<file path="src/rfw_pkg.sv">
// Shared types and constants for the RGB fade and wait engine.
// No dependencies; imported by rgb_fade_wait_engine.
`default_nettype none

package rfw_pkg;

  // Width of one color channel and number of channels.
  localparam int unsigned ChanBits = 8;
  localparam int unsigned NumChan  = 3;

  // Default width of the time counters (fade length, elapsed, wait).
  localparam int unsigned TimeBitsDef = 16;

  // Width of the duration field on the input stream.
  localparam int unsigned DurBits = 16;

  // Request kinds carried on the input tuser.
  typedef enum logic [1:0] {
    MODE_TICK = 2'd0,
    MODE_SET  = 2'd1,
    MODE_FADE = 2'd2,
    MODE_WAIT = 2'd3
  } mode_e;

endpackage

`default_nettype wire

</file>
<file path="src/rgb_fade_wait_engine.sv">
// Top level of the RGB fade and wait engine: state, sequencer and bit-serial interpolator.
// Depends on rfw_pkg for channel widths and request kinds.
// A tick that interpolates runs, for each of the three channels, a load step, the multiply steps
// and the divide steps, then the output load, which waits while the output register is full.
// Every other request goes straight to the output load. One request is in work at a time,
// so a new request is taken only after the last result has been loaded into the output register.
// Reset (rst_ni low, asynchronous) clears colors, timers, the sequencer and the output register.
`default_nettype none

module rgb_fade_wait_engine
  import rfw_pkg::*;
#(
  parameter int unsigned TIME_BITS = TimeBitsDef
) (
  input  wire logic        clk_i,
  input  wire logic        rst_ni,
  input  wire logic        s_axis_tvalid_i,
  output logic             s_axis_tready_o,
  // [7:0] red_in, [15:8] green_in, [23:16] blue_in, [39:24] duration
  input  wire logic [39:0] s_axis_tdata_i,
  // [1:0] mode
  input  wire logic [1:0]  s_axis_tuser_i,
  output logic             m_axis_tvalid_o,
  input  wire logic        m_axis_tready_i,
  // [7:0] red_out, [15:8] green_out, [23:16] blue_out, [24] busy_res, [25] rejected
  output logic [31:0]      m_axis_tdata_o
);

  localparam int unsigned AccBits = TIME_BITS + ChanBits;

  typedef enum logic [2:0] {
    ST_IDLE,
    ST_LOAD,
    ST_MUL,
    ST_DIV,
    ST_DONE
  } state_e;

  state_e                 state_q;
  logic [ChanBits-1:0]    colour_q [NumChan];
  logic [ChanBits-1:0]    start_q  [NumChan];
  logic [ChanBits-1:0]    target_q [NumChan];
  logic [TIME_BITS-1:0]   len_q;
  logic [TIME_BITS-1:0]   elapsed_q;
  logic [TIME_BITS-1:0]   wait_q;
  logic                   fading_q;
  logic                   waiting_q;
  logic                   rej_q;
  logic [1:0]             ch_q;
  logic [2:0]             cnt_q;
  logic [ChanBits-1:0]    diff_q;
  logic                   up_q;
  logic [AccBits-1:0]     acc_q;
  logic                   m_tvalid_q;
  logic [31:0]            m_tdata_q;

  // Request fields.
  mode_e                  mode;
  logic [ChanBits-1:0]    rgb_in [NumChan];
  logic [DurBits-1:0]     dur_in;
  logic [31:0]            dur_ext;
  logic [TIME_BITS-1:0]   dur_sat;
  logic                   in_fire;
  logic                   busy;
  logic                   out_free;

  assign mode      = mode_e'(s_axis_tuser_i);
  assign rgb_in[0] = s_axis_tdata_i[7:0];
  assign rgb_in[1] = s_axis_tdata_i[15:8];
  assign rgb_in[2] = s_axis_tdata_i[23:16];
  assign dur_in    = s_axis_tdata_i[39:24];

  // Saturate the duration to what the time counters can hold.
  assign dur_ext = 32'(dur_in);
  assign dur_sat = ((dur_ext >> TIME_BITS) != 32'd0) ? '1 : TIME_BITS'(dur_in);

  assign busy            = fading_q | waiting_q;
  assign s_axis_tready_o = (state_q == ST_IDLE);
  assign in_fire         = s_axis_tvalid_i & s_axis_tready_o;
  assign out_free        = ~m_tvalid_q | m_axis_tready_i;
  assign m_axis_tvalid_o = m_tvalid_q;
  assign m_axis_tdata_o  = m_tdata_q;

  // Timer updates for a tick.
  logic [TIME_BITS-1:0] wait_dec;
  logic [TIME_BITS-1:0] elapsed_inc;

  assign wait_dec    = (wait_q != '0) ? wait_q - 1'b1 : wait_q;
  assign elapsed_inc = (elapsed_q < len_q) ? elapsed_q + 1'b1 : elapsed_q;

  // Channel difference magnitude and direction for the channel in work.
  logic [ChanBits-1:0] chan_s;
  logic [ChanBits-1:0] chan_t;
  logic                chan_up;
  logic [ChanBits-1:0] chan_diff;

  assign chan_s    = start_q[ch_q];
  assign chan_t    = target_q[ch_q];
  assign chan_up   = (chan_t >= chan_s);
  assign chan_diff = chan_up ? chan_t - chan_s : chan_s - chan_t;

  // Multiply step: one bit of the difference per cycle, MSB first.
  logic [AccBits-1:0] mul_d;

  assign mul_d = (acc_q << 1) + (diff_q[ChanBits-1] ? AccBits'(elapsed_q) : '0);

  // Divide step: restoring division, one quotient bit per cycle shifted into the low byte.
  logic [TIME_BITS:0]   trial;
  logic                 qbit;
  logic [TIME_BITS:0]   trial_sub;
  logic [AccBits-1:0]   div_d;
  logic [ChanBits-1:0]  lerp;

  assign trial     = acc_q[AccBits-1:ChanBits-1];
  assign qbit      = (trial >= {1'b0, len_q});
  assign trial_sub = trial - {1'b0, len_q};
  assign div_d     = {qbit ? trial_sub[TIME_BITS-1:0] : trial[TIME_BITS-1:0],
                      acc_q[ChanBits-2:0], qbit};
  assign lerp      = up_q ? start_q[ch_q] + div_d[ChanBits-1:0]
                          : start_q[ch_q] - div_d[ChanBits-1:0];

  // Sequencer, engine state and registered output.
  always_ff @(posedge clk_i or negedge rst_ni) begin
    if (!rst_ni) begin
      state_q    <= ST_IDLE;
      for (int k = 0; k < NumChan; k++) begin
        colour_q[k] <= '0;
        start_q[k]  <= '0;
        target_q[k] <= '0;
      end
      len_q      <= '0;
      elapsed_q  <= '0;
      wait_q     <= '0;
      fading_q   <= 1'b0;
      waiting_q  <= 1'b0;
      rej_q      <= 1'b0;
      ch_q       <= '0;
      cnt_q      <= '0;
      diff_q     <= '0;
      up_q       <= 1'b0;
      acc_q      <= '0;
      m_tvalid_q <= 1'b0;
      m_tdata_q  <= '0;
    end else begin
      // The output register empties when taken, unless a new result loads it now.
      if (m_tvalid_q && m_axis_tready_i && (state_q != ST_DONE)) begin
        m_tvalid_q <= 1'b0;
      end

      unique case (state_q)
        ST_IDLE: begin
          if (in_fire) begin
            rej_q   <= 1'b0;
            state_q <= ST_DONE;
            if (mode == MODE_TICK) begin
              if (waiting_q) begin
                wait_q    <= wait_dec;
                waiting_q <= (wait_dec != '0);
              end else if (fading_q) begin
                elapsed_q <= elapsed_inc;
                if (elapsed_inc >= len_q) begin
                  for (int k = 0; k < NumChan; k++) begin
                    colour_q[k] <= target_q[k];
                  end
                  fading_q <= 1'b0;
                end else begin
                  ch_q    <= '0;
                  state_q <= ST_LOAD;
                end
              end
            end else if (busy) begin
              rej_q <= 1'b1;
            end else begin
              unique case (mode)
                MODE_SET: begin
                  for (int k = 0; k < NumChan; k++) begin
                    colour_q[k] <= rgb_in[k];
                  end
                end
                MODE_FADE: begin
                  if (dur_sat == '0) begin
                    for (int k = 0; k < NumChan; k++) begin
                      colour_q[k] <= rgb_in[k];
                    end
                  end else begin
                    for (int k = 0; k < NumChan; k++) begin
                      start_q[k]  <= colour_q[k];
                      target_q[k] <= rgb_in[k];
                    end
                    len_q     <= dur_sat;
                    elapsed_q <= '0;
                    fading_q  <= 1'b1;
                  end
                end
                MODE_WAIT: begin
                  wait_q    <= dur_sat;
                  waiting_q <= (dur_sat != '0);
                end
                default: begin
                end
              endcase
            end
          end
        end

        ST_LOAD: begin
          diff_q  <= chan_diff;
          up_q    <= chan_up;
          acc_q   <= '0;
          cnt_q   <= '0;
          state_q <= ST_MUL;
        end

        ST_MUL: begin
          acc_q  <= mul_d;
          diff_q <= {diff_q[ChanBits-2:0], 1'b0};
          cnt_q  <= cnt_q + 1'b1;
          if (cnt_q == 3'd7) begin
            state_q <= ST_DIV;
          end
        end

        ST_DIV: begin
          acc_q <= div_d;
          cnt_q <= cnt_q + 1'b1;
          if (cnt_q == 3'd7) begin
            colour_q[ch_q] <= lerp;
            if (ch_q == 2'(NumChan - 1)) begin
              state_q <= ST_DONE;
            end else begin
              ch_q    <= ch_q + 1'b1;
              state_q <= ST_LOAD;
            end
          end
        end

        ST_DONE: begin
          if (out_free) begin
            m_tvalid_q <= 1'b1;
            m_tdata_q  <= {6'd0, rej_q, busy, colour_q[2], colour_q[1], colour_q[0]};
            state_q    <= ST_IDLE;
          end
        end

        default: begin
          state_q <= ST_IDLE;
        end
      endcase
    end
  end

endmodule

`default_nettype wire

</file>
<file path="config.mk">
export PLATFORM = sky130hd
export DESIGN_NAME = rgb_fade_wait_engine
export DESIGN_NICKNAME = d
export VERILOG_FILES = /design/src/rfw_pkg.sv /design/src/rgb_fade_wait_engine.sv
export SDC_FILE = /design/constraint.sdc
export NUM_CORES = 1
export LEC_CHECK = 0
export ABC_CLOCK_PERIOD_IN_PS = 4200
export BUFFER_PORTS_ARGS = -buffer_cell sky130_fd_sc_hd__buf_2
export CORE_UTILIZATION = 56
export CTS_CLUSTER_DIAMETER = 50
export DETAILED_ROUTE_END_ITERATION = 10
export PLACE_DENSITY = 0.78
export SLEW_MARGIN = 5
export SYNTH_ARGS = -nofsm -noshare
export SYNTH_HDL_FRONTEND = slang
export SYNTH_SLANG_ARGS = --single-unit
</file>
<file path="constraint.sdc">
create_clock -name clk_i -period 4.2 [get_ports clk_i]
set_input_delay 0.21 -clock clk_i [delete_from_list [all_inputs] [get_ports clk_i]]
set_output_delay 0.21 -clock clk_i [all_outputs]
set_load 0.1 [all_outputs]
</file>
---- After elaboration in Yosys (flattened, before gate mapping) ----
Cells that the tools add are included.
operators by class
  $add $sub $neg .......................... 10
  $lt $le $gt $ge ......................... 6
  equality and inequality tests ........... 30
  mux-type cells .......................... 72
  bitwise operators ....................... 8
  reductions and logical operators ........ 26
operators by type and width
  operator                                            number
  two-way mux 16 bit                                  14
  two-way mux 24 bit                                  8
  one-hot mux 24 bit (2 select lines)                 2
  one-hot mux 24 bit (3 select lines)                 1
  two-way mux 8 bit                                   7
  nonzero test 16 bit                                 3
  binary-select mux 8 bit (select 2 bit)              2
  two-way mux 3 bit                                   9
  adder 24 x 16 -> 24 bit                             1
  bitwise mux 24 bit                                  1
  subtractor 8 bit                                    3
  inequality test 2 bit, second input constant        10
  >= comparator 17 x 16 -> 1 bit                      1
  adder 16 x 1 -> 16 bit, second input constant       1
  demux 8 bit (select 2 bit)                          1
  >= comparator 16 bit                                1
  logical NOT 16 bit                                  1
  less-than comparator 16 bit                         1
  two-way mux 1 bit                                   16
  one-hot mux 8 bit (2 select lines)                  1
  subtractor 16 x 1 -> 16 bit, second input constant  1
  subtractor 16 bit                                   1
  one-hot mux 3 bit (5 select lines)                  1
  two-way mux 2 bit                                   7
  35 further kinds                                    58
word-level totals
  bits in registers ....................... 191
  input port bits ......................... 46
  output and inout port bits .............. 34

---- Longest topological paths before layout ----
Gate-level depths: netlist of the first run.
  depth in word-level cells ............... 9
  mapped depth ............................ 21
  depth with buffers taken out ............ 20

---- Worst setup path before layout of the first run ----
No wires, ideal clock.
  path kind ............................... reg2reg
  start ................................... reg elapsed_q[9]
  end ..................................... reg colour_q[23] (netlist name)
  setup time .............................. 0.124 ns
  arrival ................................. 4.244 ns
  data required time ...................... 4.076 ns
  path slack .............................. -0.168 ns
  stages on the path, launching flop included .. 20
  clock period less this slack ............ 4.368 ns
  cells stage by stage .................... dfrtp_1 ha_1 a21oi_1 nor2b_1 o21ai_1 a21oi_1 o31ai_1 nand3_1 nor2_1 xor2_1 ha_1 o21ai_1 nand2b_1 a211oi_1 or3_1 o311a_1 or2_1 buf_6 o32a_1 o31a_1
on the way
  longest elaborated chain between the ends .. 5
  elaborated cells between the ends (all ways) .. 6
  those cells by class .................... 1 x add/sub; 2 x order compare; 1 x eq/ne; 1 x mux; 1 x reduce/logical
ends and longest elaborated chain
  what                                                                   RTL line                     source
  from (decl)                                                            rgb_fade_wait_engine.sv:44   logic [TIME_BITS-1:0] elapsed_q;
  from (signal assigned)                                                 rgb_fade_wait_engine.sv:160  elapsed_q <= elapsed_inc;
  adder 16 x 1 -> 16 bit or less-than comparator 16 bit (tied branches)  rgb_fade_wait_engine.sv:89   assign elapsed_inc = (elapsed_q < len_q) ? elapsed_q + 1'b1 : elapsed_q;
  two-way mux 16 bit *                                                   rgb_fade_wait_engine.sv:89
  >= comparator 16 bit *                                                 rgb_fade_wait_engine.sv:161  if (elapsed_inc >= len_q) begin
  inequality test 3 x 2 -> 1 bit (no line) *                             --
  AND reduction 9 bit (no line) *                                        --
  to (signal, indexed assignment)                                        rgb_fade_wait_engine.sv:163  colour_q[k] <= target_q[k];
  to (signal, indexed assignment)                                        rgb_fade_wait_engine.sv:177  colour_q[k] <= rgb_in[k];
  to (signal, indexed assignment)                                        rgb_fade_wait_engine.sv:183  colour_q[k] <= rgb_in[k];
  to (decl)                                                              rgb_fade_wait_engine.sv:40   logic [ChanBits-1:0] colour_q [NumChan];
Every way passes the cells marked *; elsewhere a longest branch is shown, timed or not.
A chain may end at the register's enable or synchronous reset.

---- Final worst setup path of the first run ----
  start ................................... reg len_q[5]
  end ..................................... reg colour_q[7] (netlist name)
on the way
  longest elaborated chain between the ends .. 6
  elaborated cells between the ends (all ways) .. 12
  those cells by class .................... 2 x add/sub; 3 x order compare; 1 x eq/ne; 5 x mux; 1 x reduce/logical
ends and longest elaborated chain
  what                                                                                 RTL line                     source
  from (decl)                                                                          rgb_fade_wait_engine.sv:43   logic [TIME_BITS-1:0] len_q;
  from (signal assigned)                                                               rgb_fade_wait_engine.sv:190  len_q <= dur_sat;
  parallel branches: the longest is 6 deep, another holds less-than comparator 16 bit  --
  to (signal, indexed assignment)                                                      rgb_fade_wait_engine.sv:163
  to (signal, indexed assignment)                                                      rgb_fade_wait_engine.sv:177
  to (signal, indexed assignment)                                                      rgb_fade_wait_engine.sv:227  colour_q[ch_q] <= lerp;
Parallel ways; which one is timed is not known. The select of a mux whose other input is x is not followed.

==> results.cfg, run 1 <==
[outcome]
status = complete, but fails checks
violations = setup timing

[grt]
grt_pass1_vias = 11200
grt_util_all_layers_pct = 31.2
antenna_found_initial = 0
grt_max_degree = 120
grt_pass1_wl_um = 59100
grt-ovfl-total = 0

[timing]
rsz0062_at_grt = yes
fin_crit_ns = 4.28
clock_skew_ns = 0.0231
setup_ws_ns = -0.0768
period_share_pct = 102
hold_viol_final = 0
max_slew_margin_pct = 32.5
fin_tns_setup_ns = -0.313
setup_viol = 7
tightest_slew_ns = 1.01
drv_slew = 0
hold-worst-slack_ns = 0.000996
max_freq_mhz = 234

[drt]
drtIter0Drc = 998
avgRoutedWirePerCell_um = 20.1
ant_nets = 0
vias = 11700
dr.pass1.iters = 8
drc_errors = 0
wirelength_um = 37900
viasPerCell = 6.21

[synthesis]
synth_top_cell_by_area = dfrtp_1
synth_top_cells_by_area = dfrtp_1 (36%), ha_1 (9.1%), mux2_2 (7.2%)
ys_seq_area_share_pct = 36.4
yosysWarnings = 0
synthArstFlopShare_pct = 100
syn_inst = 1402
synth_ff_type = dfrtp_1
syn_avg_cell_area_um2 = 9.38
ys_seq_elements = 191
synth_area_mm2 = 0.0131
synthDistinctLibCells = 87
synth_edf_count = 0
netlist.area_leader.share_pct = 36.4

[critical_path]
cp-end-kind = flip-flop
worstPathMaxFanout = 7
reg2reg_from = len_q[5]$_DFFE_PN0P_
cpMaxStageDelayCell = o311a_4
r2r_setup_slack_ns = -0.08
critPathRequiredTime_ns = 4.54
worstSetupPathType = flip-flop to flip-flop
start_kind = flip-flop
critPathLaunch = len_q[5]$_DFFE_PN0P_
worstPathCellList = inv_2, ha_4, a211oi_2, nand2_1, a211o_1, a21oi_4, buf_6, nand4_1, xnor2_1, ha_2, o21ai_1, nand2b_1, a211oi_1, or3_4, o311a_4, or2_4, buf_8, o31a_1
arrival_ns = 4.62
slowest_delay_ns = 0.40

[placed_design]
place.gp.congestion = 0.945
port_buffers = 73
dp_hpwl_um = 26400

[power_and_ir_drop]
ir_worst_vdd_mv = 0.897
p_seq_share_pct = 30.9
combinationalPowerShare_pct = 47.7
power_density_mw_per_mm2 = 552
p_leak_nw = 7.50
intPower_w = 0.00455
p_clk_share_pct = 21.5
power.switching_w = 0.00408
swShare_pct = 47.3

[floorplan]
design.core.area_mm2 = 0.0228
pin_count = 80
start_util_pct = 57.5
fp.dieH_um = 155
row_count = 55
dieArea_mm2 = 0.0241
die_x_um = 155

[finish]
post-route-util_pct = 68.4
ff_latch_area_mm2 = 0.00478
multi_input_area_mm2 = 0.00813
fin_nets = 1705
diodes = 0
fill_cells = 1735
layout-drive-gt1-share_pct = 25.0
syn_to_final_growth_pct = 18.9

[cts]
cts_max_level = 4
cts-root-buf = clkbuf_16
clockBufferDepth = 2
cts.clk_slew.worst_paths_ns = 0.10
cts_tree = yes
cts.sinks = 191
worst_skew_pair.late_latency_ns = 0.46
cts_made_buffers = 17

[run]
drv_cap = 0

[min_path]
hp-start = s_axis_tdata_i[32]
hold_path.class = input port to flip-flop
## cells in the mapped netlist (11+ instances only)
master,instances
a211oi_1,14
a21o_1,20
a21oi_1,89
a22oi_1,31
and2_1,24
and3_1,15
clkbuf_1,49
dfrtp_1,191
ha_1,96
inv_1,66
mux2_2,84
mux2i_1,51
nand2_1,110
nand2b_1,11
nand3_1,29
nand4_1,12
nor2_1,93
nor3_1,29
o21ai_0,73
o21ai_1,16
o22a_1,12
o22ai_1,22
o31ai_1,13
or3_1,12
xnor2_1,36
xor2_1,23
## worst paths after layout
path	to	depth (start not counted)
setup / recovery	colour_q[7]$_DFFE_PN0P_	18
hold / removal	len_q[8]$_DFFE_PN0P_	3
setup reg to reg	colour_q[7]$_DFFE_PN0P_	18
hold reg to reg	diff_q[0]$_DFFE_PN0P_	2
max in group asynchronous	target_q[3]$_DFFE_PN0P_	3
min in group asynchronous	acc_q[21]$_DFFE_PN0P_	2
## placed cells by master, fill, tap and decap left out, types with 7 or more instances in the layout
master,synthesis,routed
dfrtp_1,191,190
buf_4,7,118
nand2_1,110,110
nor2_1,93,88
ha_1,96,87
a21oi_1,89,83
mux2_2,84,83
buf_2,7,72
o21ai_0,73,71
inv_1,66,60
mux2i_1,51,51
xnor2_1,36,36
a22oi_1,31,30
nor3_1,29,28
nand3_1,29,27
and2_1,24,23
xor2_1,23,23
o22ai_1,22,21
a21o_1,20,20
clkbuf_16,0,18
o21ai_1,16,15
nand4_1,12,12
o22a_1,12,12
o31ai_1,13,12
and3_1,15,11
nand2b_1,11,11
or3_1,12,10
a211oi_1,14,10
a31oi_1,10,9
nor4_1,10,9
o21a_1,8,8
nor2b_1,8,8
o211ai_1,8,8
a21oi_2,2,7
inv_2,1,7
a22o_1,7,7
o21bai_1,7,7
## power by group through the flow
stage | combinational, W | clock (W) | sequential, W
2_1_floorplan | 0.00193 | 0 | 0.00339
3_3_place_gp | 0.00377 | 0 | 0.00266
3_5_place_dp | 0.00385 | 0 | 0.00267
4_1_cts | 0.00392 | 0.00186 | 0.00264
5_1_grt | 0.00437 | 0.00193 | 0.00271
6_report | 0.00411 | 0.00185 | 0.00266
## per-layer routing
layer	vias to the layer above	routed length, µm	track usage (%)
met5	-	0	0
met4	0	691	9.10
met3	73	2630	4.76
met2	473	18000	50.2
met1	5730	16500	43.7
li1	5426	-	-
## area by class of cell
class	instances	area share [%]
clock buffers	17	2.72
clock inverters	15	1.57
inverters	67	1.61
multi-input cells	1078	52.0
flip-flops and latches	191	30.6
well taps	313	2.50
repair buffers	203	9.06
## critical path, delay by kind of cell (launching register included)
| family | cells | cell delay (ns) |
|---|---|---|
| compound gates | 7 | 1.61 |
| simple gates | 5 | 1.02 |
| fa+ha+maj | 2 | 0.53 |
| flops | 1 | 0.39 |
| buf+inv | 3 | 0.39 |
| xor+xnor | 1 | 0.21 |
## metrics by stage
step | total power [W] | cells | instance area, µm² | worst slack [ns]
after floorplan | 0.00532 | 1407 | 13200 | 0.0312
after global placement | 0.00643 | 1830 | 14500 | -0.0496
after detailed placement | 0.00652 | 1830 | 14500 | -0.163
after CTS | 0.00841 | 1868 | 15200 | 0.00149
after global routing | 0.00900 | 1884 | 15600 | -0.194
final | 0.00862 | 1884 | 15600 | -0.0768
## sequential cells by signal, summed over array words and instances (netlist names)
register / cells
wait_q: 16
start_q: 24
waiting_q: 1
cnt_q: 3
colour_q: 24
acc_q: 24
elapsed_q: 16
m_axis_tvalid_o: 1
m_axis_tdata_o: 26
up_q: 1
diff_q: 8
rej_q: 1
target_q: 24
fading_q: 1
len_q: 16
state_q: 3
ch_q: 2
## what timing repair did
item / 4_1_cts / 5_1_grt
hold endpoints to repair: 99 / 0
pin swaps: 3 / 41
setup buffers: 2 / 15
endpoints found under the setup margin: 22 / 27
resized for setup: 12 / 55
cloned: 0 / 1
hold buffers: 4 / 0
## kinds of logic after synthesis
| family | count (synthesis) | share of synthesized area, % |
|---|---|---|
| xor gates and xnor gates | 59 | 3.93 |
| other | 1 | 0.0285 |
| DFF | 191 | 36.4 |
| and+or+nand+nor | 389 | 14.9 |
| adders and majority gates | 101 | 9.90 |
| buffers and inverters | 138 | 4.33 |
| AOI/OAI and AO/OA | 386 | 19.3 |
| muxes | 137 | 11.2 |
(Power assumes the default switching activity.)
==> inputs of run 2 (changes only) <==
Settings changed: ABC_AREA from default to 1, CORE_UTILIZATION 56 to 57, PLACE_DENSITY 0.78 to 0.79, SETUP_SLACK_MARGIN from default to 0.5.
==> results.cfg, run 2 <==
[grt]
grt_util_all_layers_pct = 33.5
grt_pass1_wl_um = 65300
grt-ovfl-total = 0
grt_pass1_vias = 12700
antenna_found_initial = 0
grt_max_degree = 84

[synthesis]
syn_inst = 1976
synth_top_cell_by_area = dfrtp_1
ys_seq_area_share_pct = 34.2
ys_seq_elements = 191
syn_avg_cell_area_um2 = 7.08
synth_ff_type = dfrtp_1
netlist.area_leader.share_pct = 34.2
synth_edf_count = 0
synth_area_mm2 = 0.0140
synth_common_cells = nand2_1 (538), inv_1 (257), dfrtp_1 (191)
synthDistinctLibCells = 60
yosysWarnings = 0
synth_top_cells_by_area = dfrtp_1 (34%), nand2_1 (14%), ha_1 (8.6%)
synthArstFlopShare_pct = 100
yosys.cell_count.top_type = nand2_1

[timing]
hold_viol_final = 1
period_share_pct = 89.1
max_slew_margin_pct = 29.0
tightest_slew_ns = 1.06
fin_crit_ns = 3.74
setup_viol = 0
clock_skew_ns = 0.0188
max_freq_mhz = 267
fin_tns_setup_ns = 0
hold-worst-slack_ns = -0.00120
drv_slew = 0
rsz0062_at_grt = no

[outcome]
status = complete, but fails checks
violations = hold timing

[finish]
largest_register_ffs = 26
diodes = 0
final_cell_mix = nand2_1 (521), inv_1 (236), dfrtp_1 (178)
layout_commonest_cell = nand2_1
layout-drive-gt1-share_pct = 17.2
fill_cells = 1957
syn_to_final_growth_pct = 16.8
fin_nets = 2227
ff_latch_area_mm2 = 0.00480
multi_input_area_mm2 = 0.00841
final_area_mm2 = 0.0163

[drt]
drtIter0Drc = 1375
dr.pass1.iters = 6
viasPerCell = 5.79
vias = 14000
ant_nets = 0
drc_errors = 0
avgRoutedWirePerCell_um = 17.6
wirelength_um = 42400

[placed_design]
port_buffers = 73
dp_hpwl_um = 29700
dpl_cell_area_mm2 = 0.0147
place.gp.congestion = 0.991

[cts]
cts.clk_slew.worst_paths_ns = 0.10
worst_skew_pair.late_latency_ns = 0.46
clockBufferDepth = 2
cts_made_buffers = 17
cts.sinks = 191
cts_tree = yes
cts-root-buf = clkbuf_16
cts_max_level = 4

[floorplan]
die_x_um = 159
row_count = 56
start_util_pct = 58.9
pin_count = 80
fp.dieH_um = 159
dieArea_mm2 = 0.0252
design.core.area_mm2 = 0.0238

[critical_path]
cp-end-kind = flip-flop
worstPathMaxFanout = 8
critPathRequiredTime_ns = 4.54
start_kind = flip-flop
worstSetupPathType = flip-flop to flip-flop
arrival_ns = 4.08

[min_path]
hold_path.class = input port to flip-flop

[power_and_ir_drop]
ir_worst_vdd_mv = 0.630
p_leak_nw = 8.41
power_w = 0.0126
power_density_mw_per_mm2 = 770

[run]
drv_cap = 0
## run 2: changes by cell type after synthesis, moves of 45 or more
cell | previous run | this run
nand3_1 | 29 | 144
nand2_1 | 110 | 538
o21ai_0 | 73 | 131
inv_1 | 66 | 257
mux2i_1 | 51 | 0
o21ai_1 | 16 | 61
mux2_2 | 84 | 0
## run 2: logic make-up after synthesis
group / Yosys count / synth area share, %
compound gates: 394 / 16.0
xor+xnor: 46 / 2.88
fa+ha+maj: 101 / 9.31
buf+inv: 341 / 9.82
flops: 191 / 34.2
other cells: 1 / 0.0268
simple gates: 902 / 27.8
## run 2: layer usage
layer  share of wire [%]  track usage, %  wire (µm)  vias to the layer above
li1                    -               -          -                     6675
met1                  43            48.0      18400                     6475
met2                  45            51.6      19000                      722
met3                 9.0            5.25       3820                       98
met4                 2.7            11.0       1130                        0
met5                   0               0          0                        -
## run 2: repair_timing
action,CTS,global route
endpoints found under the setup margin,26,28
gates cloned,0,4
buffers inserted,0,34
hold buffers,2,0
hold endpoints to repair,73,0
resized for setup,10,123
pin swaps,0,33
## run 2: path summary, 6_finish.rpt
path	from	end	slack, ns	depth (start not counted)
max	elapsed_q[1]$_DFFE_PN0P_	colour_q[19]$_DFFE_PN0P_	0.46	20
min	s_axis_tdata_i[11]	target_q[11]$_DFFE_PN0P_	-0.001	3
max reg2reg	elapsed_q[1]$_DFFE_PN0P_	colour_q[19]$_DFFE_PN0P_	0.46	20
min reg2reg	m_axis_tdata_o[21]$_DFFE_PN0P_	m_axis_tdata_o[21]$_DFFE_PN0P_	0.48	2
max in group asynchronous	rst_ni	colour_q[22]$_DFFE_PN0P_	2.90	3
min in group asynchronous	rst_ni	elapsed_q[8]$_DFFE_PN0P_	0.30	2
## run 2: metrics by stage
step | hold slack [ns] | setup WS, ns | util [%] | cells
after floorplan | -0.0856 | 0.804 | - | 1981
after CTS | 0.0000298 | 0.501 | 65.1 | 2374
final | -0.00120 | 0.457 | 68.7 | 2412
after detailed placement | 0.279 | 0.401 | 62.0 | 2340
after global routing | 0.00736 | 0.280 | 68.7 | 2412
after global placement | 0.280 | 0.450 | 62.0 | 2340
## run 2: worst max-delay path, cell delays in order (launching register included)
cell and delay [ns]:
dfrtp_2 0.45, ha_1 0.29, a21oi_1 0.06, o21a_1 0.18, o211ai_1 0.32, nand2_2 0.23
nand2_4 0.18, buf_6 0.14, nand2_1 0.07, nand2_2 0.07, inv_1 0.07, ha_4 0.27
nand2_1 0.07, o21ai_0 0.23, nand2_1 0.11, nand2_1 0.10, nand2_2 0.09, nand4_4 0.19
nand3_2 0.27, nor2_1 0.17, a21oi_1 0.05
## run 2: area by class of cell
| class | count | share of cell area (%) |
|---|---|---|
| Clock buffer | 17 | 2.61 |
| Clock inverter | 15 | 1.51 |
| Inverter | 271 | 6.29 |
| Multi-Input combinational cell | 1452 | 51.5 |
| Sequential cell | 191 | 29.4 |
| Tap cell | 319 | 2.44 |
| Timing Repair Buffer | 147 | 6.28 |
## run 2: report_power, final
group	total [W]	switching, W	internal, W
registers	0.00295	0.000506	0.00244
clock network	0.00186	0.000990	0.000868
logic	0.00777	0.00517	0.00260
total	0.0126	0.00667	0.00591
